[src/rtl/bmhpq_pkg.sv]
// ----------------------------------------------------------------------------
// bmhpq_pkg: shared types and constants of the binary min-heap queue
// Sizes, payload structs, status codes and controller/datapath interface.
// ----------------------------------------------------------------------------
package bmhpq_pkg;

  // Heap sizing
  localparam int unsigned CAPACITY    = 1024;
  localparam int unsigned HANDLE_BITS = 16;

  localparam int unsigned ADDR_W  = (CAPACITY > 1) ? $clog2(CAPACITY) : 1;
  localparam int unsigned CNT_W   = $clog2(CAPACITY + 1);
  localparam int unsigned CHILD_W = ADDR_W + 2;
  localparam int unsigned KEY_W   = 33;
  localparam int unsigned COST_W  = 32;
  localparam int unsigned HND_W   = 16;
  localparam int unsigned OCC_W   = 11;
  // stored handle bits: the port carries 16, the heap keeps HANDLE_BITS of them
  localparam int unsigned SHW     = (HANDLE_BITS < HND_W) ? HANDLE_BITS : HND_W;

  // Request actions
  localparam logic ACT_INSERT = 1'b0;
  localparam logic ACT_REMOVE = 1'b1;

  typedef enum logic [1:0] {
    ST_OK    = 2'd0,
    ST_EMPTY = 2'd1,
    ST_FULL  = 2'd2
  } status_e;

  // Input request
  typedef struct packed {
    logic              action;
    logic [COST_W-1:0] path_cost;
    logic [COST_W-1:0] estimate;
    logic [HND_W-1:0]  node_handle;
  } in_item_t;

  // Result
  typedef struct packed {
    logic [1:0]       status;
    logic [HND_W-1:0] popped_handle;
    logic [KEY_W-1:0] popped_key;
    logic [OCC_W-1:0] occupancy;
  } out_item_t;

  // One heap entry
  typedef struct packed {
    logic [KEY_W-1:0] key;
    logic [SHW-1:0]   handle;
  } entry_t;

  // Read address selection of the heap memory
  typedef enum logic [1:0] {
    RD_TOP      = 2'd0,  // root and last entry
    RD_PARENT   = 2'd1,  // parent of the current slot
    RD_CHILDREN = 2'd2   // both children of the current slot
  } rd_sel_e;

  typedef enum logic [2:0] {
    S_IDLE   = 3'd0,
    S_UP_CHK = 3'd1,
    S_UP_CMP = 3'd2,
    S_POP_LD = 3'd3,
    S_DN_CHK = 3'd4,
    S_DN_CMP = 3'd5,
    S_FINISH = 3'd6
  } state_e;

  // Controller -> datapath
  typedef struct packed {
    logic    accept;
    logic    pop_load;
    logic    move_up;
    logic    move_down;
    logic    write_item;
    logic    publish;
    rd_sel_e rd_sel;
  } dp_cmd_t;

  // Datapath -> controller
  typedef struct packed {
    logic go_insert;
    logic go_remove;
    logic pos_zero;
    logic parent_greater;
    logic last_one;
    logic child_exists;
    logic moved_greater;
    logic out_free;
  } dp_stat_t;

endpackage

[src/rtl/bmhpq_ctrl.sv]
// ----------------------------------------------------------------------------
// bmhpq_ctrl: sequencer of the heap queue
// Steps one request through sift-up or pop and sift-down, then posts it.
// ----------------------------------------------------------------------------
module bmhpq_ctrl (
  input  logic                clk_i,
  input  logic                rst_ni,
  input  logic                in_valid_i,
  output logic                in_ready_o,
  input  bmhpq_pkg::dp_stat_t stat_i,
  output bmhpq_pkg::dp_cmd_t  cmd_o
);
  import bmhpq_pkg::*;

  state_e state_q, state_d;

  // state register
  always_ff @(posedge clk_i or negedge rst_ni) begin
    if (!rst_ni) begin
      state_q <= S_IDLE;
    end else begin
      state_q <= state_d;
    end
  end

  // next state and commands
  always_comb begin
    state_d          = state_q;
    cmd_o            = '0;
    cmd_o.rd_sel     = RD_TOP;
    in_ready_o       = 1'b0;
    case (state_q)
      S_IDLE: begin
        in_ready_o = 1'b1;
        if (in_valid_i) begin
          cmd_o.accept = 1'b1;
          if (stat_i.go_insert) begin
            state_d = S_UP_CHK;
          end else if (stat_i.go_remove) begin
            state_d = S_POP_LD;
          end else begin
            state_d = S_FINISH;
          end
        end
      end
      // sift up: fetch parent or settle at the root
      S_UP_CHK: begin
        cmd_o.rd_sel = RD_PARENT;
        if (stat_i.pos_zero) begin
          cmd_o.write_item = 1'b1;
          state_d          = S_FINISH;
        end else begin
          state_d = S_UP_CMP;
        end
      end
      S_UP_CMP: begin
        if (stat_i.parent_greater) begin
          cmd_o.move_up = 1'b1;
          state_d       = S_UP_CHK;
        end else begin
          cmd_o.write_item = 1'b1;
          state_d          = S_FINISH;
        end
      end
      // take root, pick up last entry
      S_POP_LD: begin
        cmd_o.pop_load = 1'b1;
        state_d        = stat_i.last_one ? S_FINISH : S_DN_CHK;
      end
      // sift down: fetch children or settle at a leaf
      S_DN_CHK: begin
        cmd_o.rd_sel = RD_CHILDREN;
        if (stat_i.child_exists) begin
          state_d = S_DN_CMP;
        end else begin
          cmd_o.write_item = 1'b1;
          state_d          = S_FINISH;
        end
      end
      S_DN_CMP: begin
        if (stat_i.moved_greater) begin
          cmd_o.move_down = 1'b1;
          state_d         = S_DN_CHK;
        end else begin
          cmd_o.write_item = 1'b1;
          state_d          = S_FINISH;
        end
      end
      // hand the result to the output register once it is free
      S_FINISH: begin
        if (stat_i.out_free) begin
          cmd_o.publish = 1'b1;
          state_d       = S_IDLE;
        end
      end
      default: begin
        state_d = S_IDLE;
      end
    endcase
  end

endmodule
[config.mk]
export PLATFORM = sky130hd
export DESIGN_NAME = bmhpq_ctrl
export DESIGN_NICKNAME = d
export VERILOG_FILES = /design/src/rtl/bmhpq_pkg.sv /design/src/rtl/bmhpq_ctrl.sv
export SDC_FILE = /design/constraint.sdc
export NUM_CORES = 1
export LEC_CHECK = 0
export BUFFER_PORTS_ARGS = -buffer_cell sky130_fd_sc_hd__buf_2
export CORE_AREA = 2 2 39 41
export DETAILED_ROUTE_END_ITERATION = 12
export DIE_AREA = 0 0 41 43
export GPL_TIMING_DRIVEN = 0
export PLACE_DENSITY_LB_ADDON = 0.12
export SYNTH_ARGS = -nofsm -noshare
export SYNTH_HDL_FRONTEND = slang
export SYNTH_SLANG_ARGS = --single-unit
[constraint.sdc]
create_clock -name clk_i -period 2.4 [get_ports clk_i]
set_input_delay 0.48 -clock clk_i [delete_from_list [all_inputs] [get_ports clk_i]]
set_output_delay 0.48 -clock clk_i [all_outputs]
set_load 0.01 [all_outputs]
==> metrics, run 1 <==
Initial DRC Count 2; DRC viols 0; fraction of layout cells with a size suffix above 1 48.4%; DP HPWL 744 um; Layout Skew 0.00418 ns; post-synth cell types 25; Crit path required time 1.92 ns; combinational family with the most area after synthesis simple AND/OR/NAND/NOR gates; Initial Utilization 24.1%; critical path class reg2out; XOR/XNOR share of the synthesized area 0%; Psw 272 uW; Final GP Congestion 0.699; wire per inst 11.9 um; IO buf count 19; Final setup viols 0; ANT cells 0; # resized after CTS 0; Clock power frac 14.9%; critical path fanouts, max 6; vias 380; Synth Area in Adders 0%; Reg with most FFs state_q; area delta synth->final 42.5%; clock net sink count 3; Setup TNS 0 ns; switching portion of total power 45.4%; clk buf depth 2; clk_lat worst skew 0.24 ns; sequential share of the synthesized area 22.6%; Power Density 1260 mW/mm^2; Regs by FF count state_q (3); FMAX 536 MHz; mux cell area share after synthesis 6.77%; YS warnings 0; Compound-Gate Fraction of Synth Area 27.4%; Critical Path Sink Type output port; register area 75.1 sq um; core area 0.00138 sq mm; flops & latches, synth 3; worst slew pin tran 0.369 ns; Layout Nets 74; Hold Vio Cnt, Final 0; first-pass GRT wire length 1.57 mm; FP Rows 14; DR pass1 iterations 4; multi-input logic area 229 sq um; share of total power in combinational logic 67.1%; Worst Hold Class in2async; Reg power frac 18.0%; pin count of the biggest net entering global routing 11; CTS root buf clkbuf_4; RSZ-0062 raised after global routing false; status completed; Slew headroom 75.1%; Final Instance Area 474 sq um; CTS tree yes; top-area cell type share of the netlist area 22.6%; Final Max Slew Viols 0; total track usage 13.4%; Die H 43 um; # hold bufs at CTS 0; Cell Area, Placed 448 sq um; period utilisation layout 77.8%; initial antenna violation count 0; final wirelength 925 um; chip width 41 um; top post-synthesis cells by area dfrtp_1, mux4_2, a21oi_1; Synth Net Count 50; Worst EP arrival 1.39 ns; Post-CTS Setup Inserts 0; gr ovfl total 0; routed vias/inst 4.87; final antenna-violating net count 0; I/O pin total 20; Int Pwr 326 uW; TritonCTS Buffers 3; Setup crit start kind flip-flop; synthesized area per cell 8.53 sq um; DIE AREA 0.00176 sq mm; number of flip-flops in the largest register 3; Synth area leader dfrtp_1; Max Cap Violations 0; Filler cells 152; Reg clk slew, reported paths 0.04 ns; Post-Syn Instances 39; P_leak 0.000242 uW; vias in the first global route 365; minimum clock period 1.87 ns; Peak VDD IR 0.478 mV; H-tree depth 1; simple-gate share of the synthesized area 34.6%; synthesized area 333 sq um
-- synth_stat cells, drive strengths merged --
| master | count |
|---|---|
| buf | 3 |
| nor3 | 2 |
| or3 | 1 |
| nand2b | 1 |
| and4bb | 1 |
| nor3b | 1 |
| nor2b | 2 |
| o21ai | 2 |
| nor4 | 1 |
| dfrtp | 3 |
| o211ai | 2 |
| a221oi | 1 |
| and2 | 1 |
| a41oi | 1 |
| mux4 | 1 |
| and3b | 1 |
| a211oi | 1 |
| nor2 | 3 |
| o41ai | 1 |
| a21oi | 4 |
| and3 | 2 |
| nand2 | 2 |
| inv | 2 |
-- stage by stage --
step | utilization [%] | setup WS, ns | instances | hold WS [ns] | power (uW)
final | 34.3 | 0.534 | 78 | 0.0318 | 598
after global routing | 34.3 | 0.411 | 78 | 0.0244 | 661
after CTS | 34.3 | 0.518 | 78 | 0.0295 | 605
after detailed placement | 32.4 | 0.659 | 74 | 0.281 | 513
after global placement | 32.4 | 0.689 | 74 | 0.278 | 520
after floorplan | - | 0.787 | 39 | 0.184 | 397
-- cells by family (layout without fill, tap and decap cells) --
| logic type | Yosys count | in the layout |
|---|---|---|
| buffers and inverters | 5 | 28 |
| multiplexers | 1 | 1 |
| flip-flops | 3 | 3 |
| AO/OA/AOI/OAI | 12 | 12 |
| AND/OR/NAND/NOR | 18 | 18 |
-- placed cells by master, fill, tap and decap left out, drive strengths merged --
master / n
a211oi: 1
a21oi: 4
a221oi: 1
a41oi: 1
and2: 1
and3: 2
and3b: 1
and4bb: 1
buf: 22
clkbuf: 4
dfrtp: 3
inv: 2
mux4: 1
nand2: 2
nand2b: 1
nor2: 3
nor2b: 2
nor3: 2
nor3b: 1
nor4: 1
o211ai: 2
o21ai: 2
o41ai: 1
or3: 1
-- power by group through the flow --
stage	registers [uW]	logic [uW]	clock network, uW
after global routing	115	444	102
after detailed placement	109	404	0
after CTS	108	405	91.7
final	108	401	89.1
after floorplan	101	296	0
after global placement	112	408	0
-- layout make-up --
cell class	count	share of cell area, %
Multi-Input combinational cell	31	48.3
Timing Repair Buffer	19	20.1
Sequential cell	3	15.8
Clock buffer	4	5.54
Buffer	3	4.49
Tap cell	16	4.22
Inverter	2	1.58
-- per-layer routing --
metal / vias to the layer above / track usage [%] / routed length, um
li1: 196 / - / -
met1: 173 / 18.6 / 414
met2: 11 / 17.2 / 451
met3: 0 / 4.71 / 59
met4: 0 / 8.00 / 0
met5: - / 0 / 0
-- critical path, cell delays in order, from the launching register on --
cell and delay, ns:
dfrtp_1 0.43, and4bb_2 0.25, a21oi_1 0.20, o21ai_0 0.12, buf_2 0.15
-- path summary, 6_finish.rpt --
check | from | depth (start not counted) | slack (ns) | to
hold reg to reg | state_q[2] | 3 | 0.70 | state_q[0]
min in group clk_i | stat_i[4] | 3 | 0.54 | state_q[0]
setup / recovery | state_q[0] | 4 | 0.53 | cmd_o[3]
hold / removal | rst_ni | 1 | 0.03 | state_q[0]
max in group asynchronous | rst_ni | 1 | 2.26 | state_q[1]
setup reg to reg | state_q[1] | 3 | 1.07 | state_q[1]
(Power assumes the default switching activity.)
==> run 2: changes to the inputs <==
==> constraint.sdc (replaced) <==
create_clock -name clk_i -period 1.7 [get_ports clk_i]
set_input_delay 0.34 -clock clk_i [delete_from_list [all_inputs] [get_ports clk_i]]
set_output_delay 0.34 -clock clk_i [all_outputs]
set_load 0.01 [all_outputs]
==> metrics, run 2 (synthesis results as in run 1) <==
Crit path required time 1.36 ns (was 1.92 ns); CTS tree yes (unchanged); final antenna-violating net count 0 (unchanged); routed vias/inst 4.86 (was 4.87); Initial Utilization 24.1% (unchanged); Die H 43 um (unchanged); Final setup viols 0 (unchanged); Peak VDD IR 0.727 mV (was 0.478 mV); H-tree depth 1 (unchanged); clock net sink count 3 (unchanged); commonest non-fill, non-tap cell in the layout buf_2 (unchanged); Regs by FF count state_q (3) (unchanged); most frequent cells in the layout buf_2, nor2_1, a21oi_1, clkbuf_4 (was buf_2, a21oi_1, nor2_1, clkbuf_4, dfrtp_1); Final Max Slew Viols 0 (unchanged); RSZ-0062 raised after global routing false (unchanged); Worst EP arrival 1.27 ns (was 1.39 ns); Max Cap Violations 0 (unchanged); Reg with most FFs state_q (unchanged); Setup TNS 0 ns (unchanged); Final Instance Area 504 sq um (was 474 sq um); Initial DRC Count 8 (was 2); initial antenna violation count 0 (unchanged); FP Rows 14 (unchanged); DIE AREA 0.00176 sq mm (unchanged); placed cells 74 (unchanged); Power Density 1770 mW/mm^2 (was 1260 mW/mm^2); chip width 41 um (unchanged); core area 0.00138 sq mm (unchanged); Hold WS 0.396 ns (was 0.0318 ns); Cell Area, Placed 448 sq um (unchanged); total track usage 13.4% (unchanged); CTS root buf clkbuf_4 (unchanged); vias 384 (was 380); Setup crit start kind flip-flop (unchanged); clk_lat worst skew 0.23 ns (was 0.24 ns); ANT cells 0 (unchanged); Final GP Congestion 0.699 (unchanged); Worst Hold Class in2reg (was in2async); TritonCTS Buffers 3 (unchanged); non-filler instance count after layout 79 (was 78); final wirelength 941 um (was 925 um); area delta synth->final 51.5% (was 42.5%); number of flip-flops in the largest register 3 (unchanged); wire per inst 11.9 um (about the same); fraction of layout cells with a size suffix above 1 54.0% (was 48.4%); FMAX 620 MHz; IO buf count 19 (unchanged); Critical Path Sink Type output port (unchanged); Layout Skew 0.00246 ns (was 0.00418 ns); DR pass1 iterations 4 (unchanged); clk buf depth 2 (unchanged); Post-CTS Setup Inserts 0 (unchanged); critical path fanouts, max 6 (unchanged); minimum clock period 1.61 ns; P_leak 0.000249 uW (was 0.000242 uW); vias in the first global route 368 (was 365); DRC viols 0 (unchanged); I/O pin total 20 (unchanged); Hold Vio Cnt, Final 0 (unchanged); worst slew pin tran 0.375 ns (was 0.369 ns); DP HPWL 744 um (unchanged); pin count of the biggest net entering global routing 11 (unchanged); gr ovfl total 0 (unchanged); Layout Nets 75 (was 74); Slew headroom 74.7% (was 75.1%); status completed (unchanged); period utilisation layout 94.9%; first-pass GRT wire length 1.57 mm (about the same); Reg clk slew, reported paths 0.04 ns (about the same); critical path class reg2out (unchanged)
-- run 2: path summary, 6_finish.rpt --
path                            start          to  slack [ns]  cells after the start
hold reg to reg            state_q[1]  state_q[0]        0.67                      2
max in group asynchronous      rst_ni  state_q[1]        1.14                      2
min in group asynchronous      rst_ni  state_q[0]        0.44                      2
setup / recovery           state_q[0]    cmd_o[3]        0.09                      4
setup reg to reg           state_q[1]  state_q[1]        0.38                      3
hold / removal              stat_i[4]  state_q[0]        0.40                      3
-- run 2: power by group --
| part | internal [uW] | total, uW | switching, uW |
|---|---|---|---|
| logic | 294 | 608 | 314 |
| registers | 114 | 161 | 46.7 |
| clock network | 87.9 | 124 | 36.1 |
-- run 2: stage by stage --
stage / total power, uW / setup WS (ns) / util [%]
after floorplan: 560 / 0.227 / -
after global placement: 734 / 0.223 / 32.4
after detailed placement: 724 / 0.214 / 32.4
after CTS: 871 / 0.00912 / 35.4
after global routing: 983 / 0.00865 / 36.4
final: 893 / 0.0861 / 36.4
-- run 2: area by class of cell --
| cell class | instances | area [sq um] |
|---|---|---|
| multi-input combinational | 31 | 238 |
| clock buffer | 4 | 26.3 |
| timing repair buffer | 20 | 105 |
| tap | 16 | 20.0 |
| buffer | 3 | 30.0 |
| sequential | 3 | 77.6 |
| fill | 151 | 880 |
| inverter | 2 | 7.51 |
-- run 2: what timing repair did --
item | 4_1_cts | 5_1_grt
endpoints found under the setup margin | 1 | 2
hold endpoints to repair | 3 | 0
hold buffers | 1 | 0
resized for setup | 2 | 7
-- run 2: worst max-delay path: stages (launching register included) --
cell      delay (ns)
dfrtp_2         0.43
and4bb_2        0.25
a21oi_2         0.14
o21ai_1         0.08
buf_2           0.14
-- run 2: routing by layer --
layer | vias up | GRT usage (%) | share of wire (%)
met5 | - | 0 | 0
met2 | 11 | 17.2 | 47
met4 | 0 | 8.00 | 0
met3 | 0 | 4.71 | 6.2
met1 | 177 | 18.6 | 46
li1 | 196 | - | -
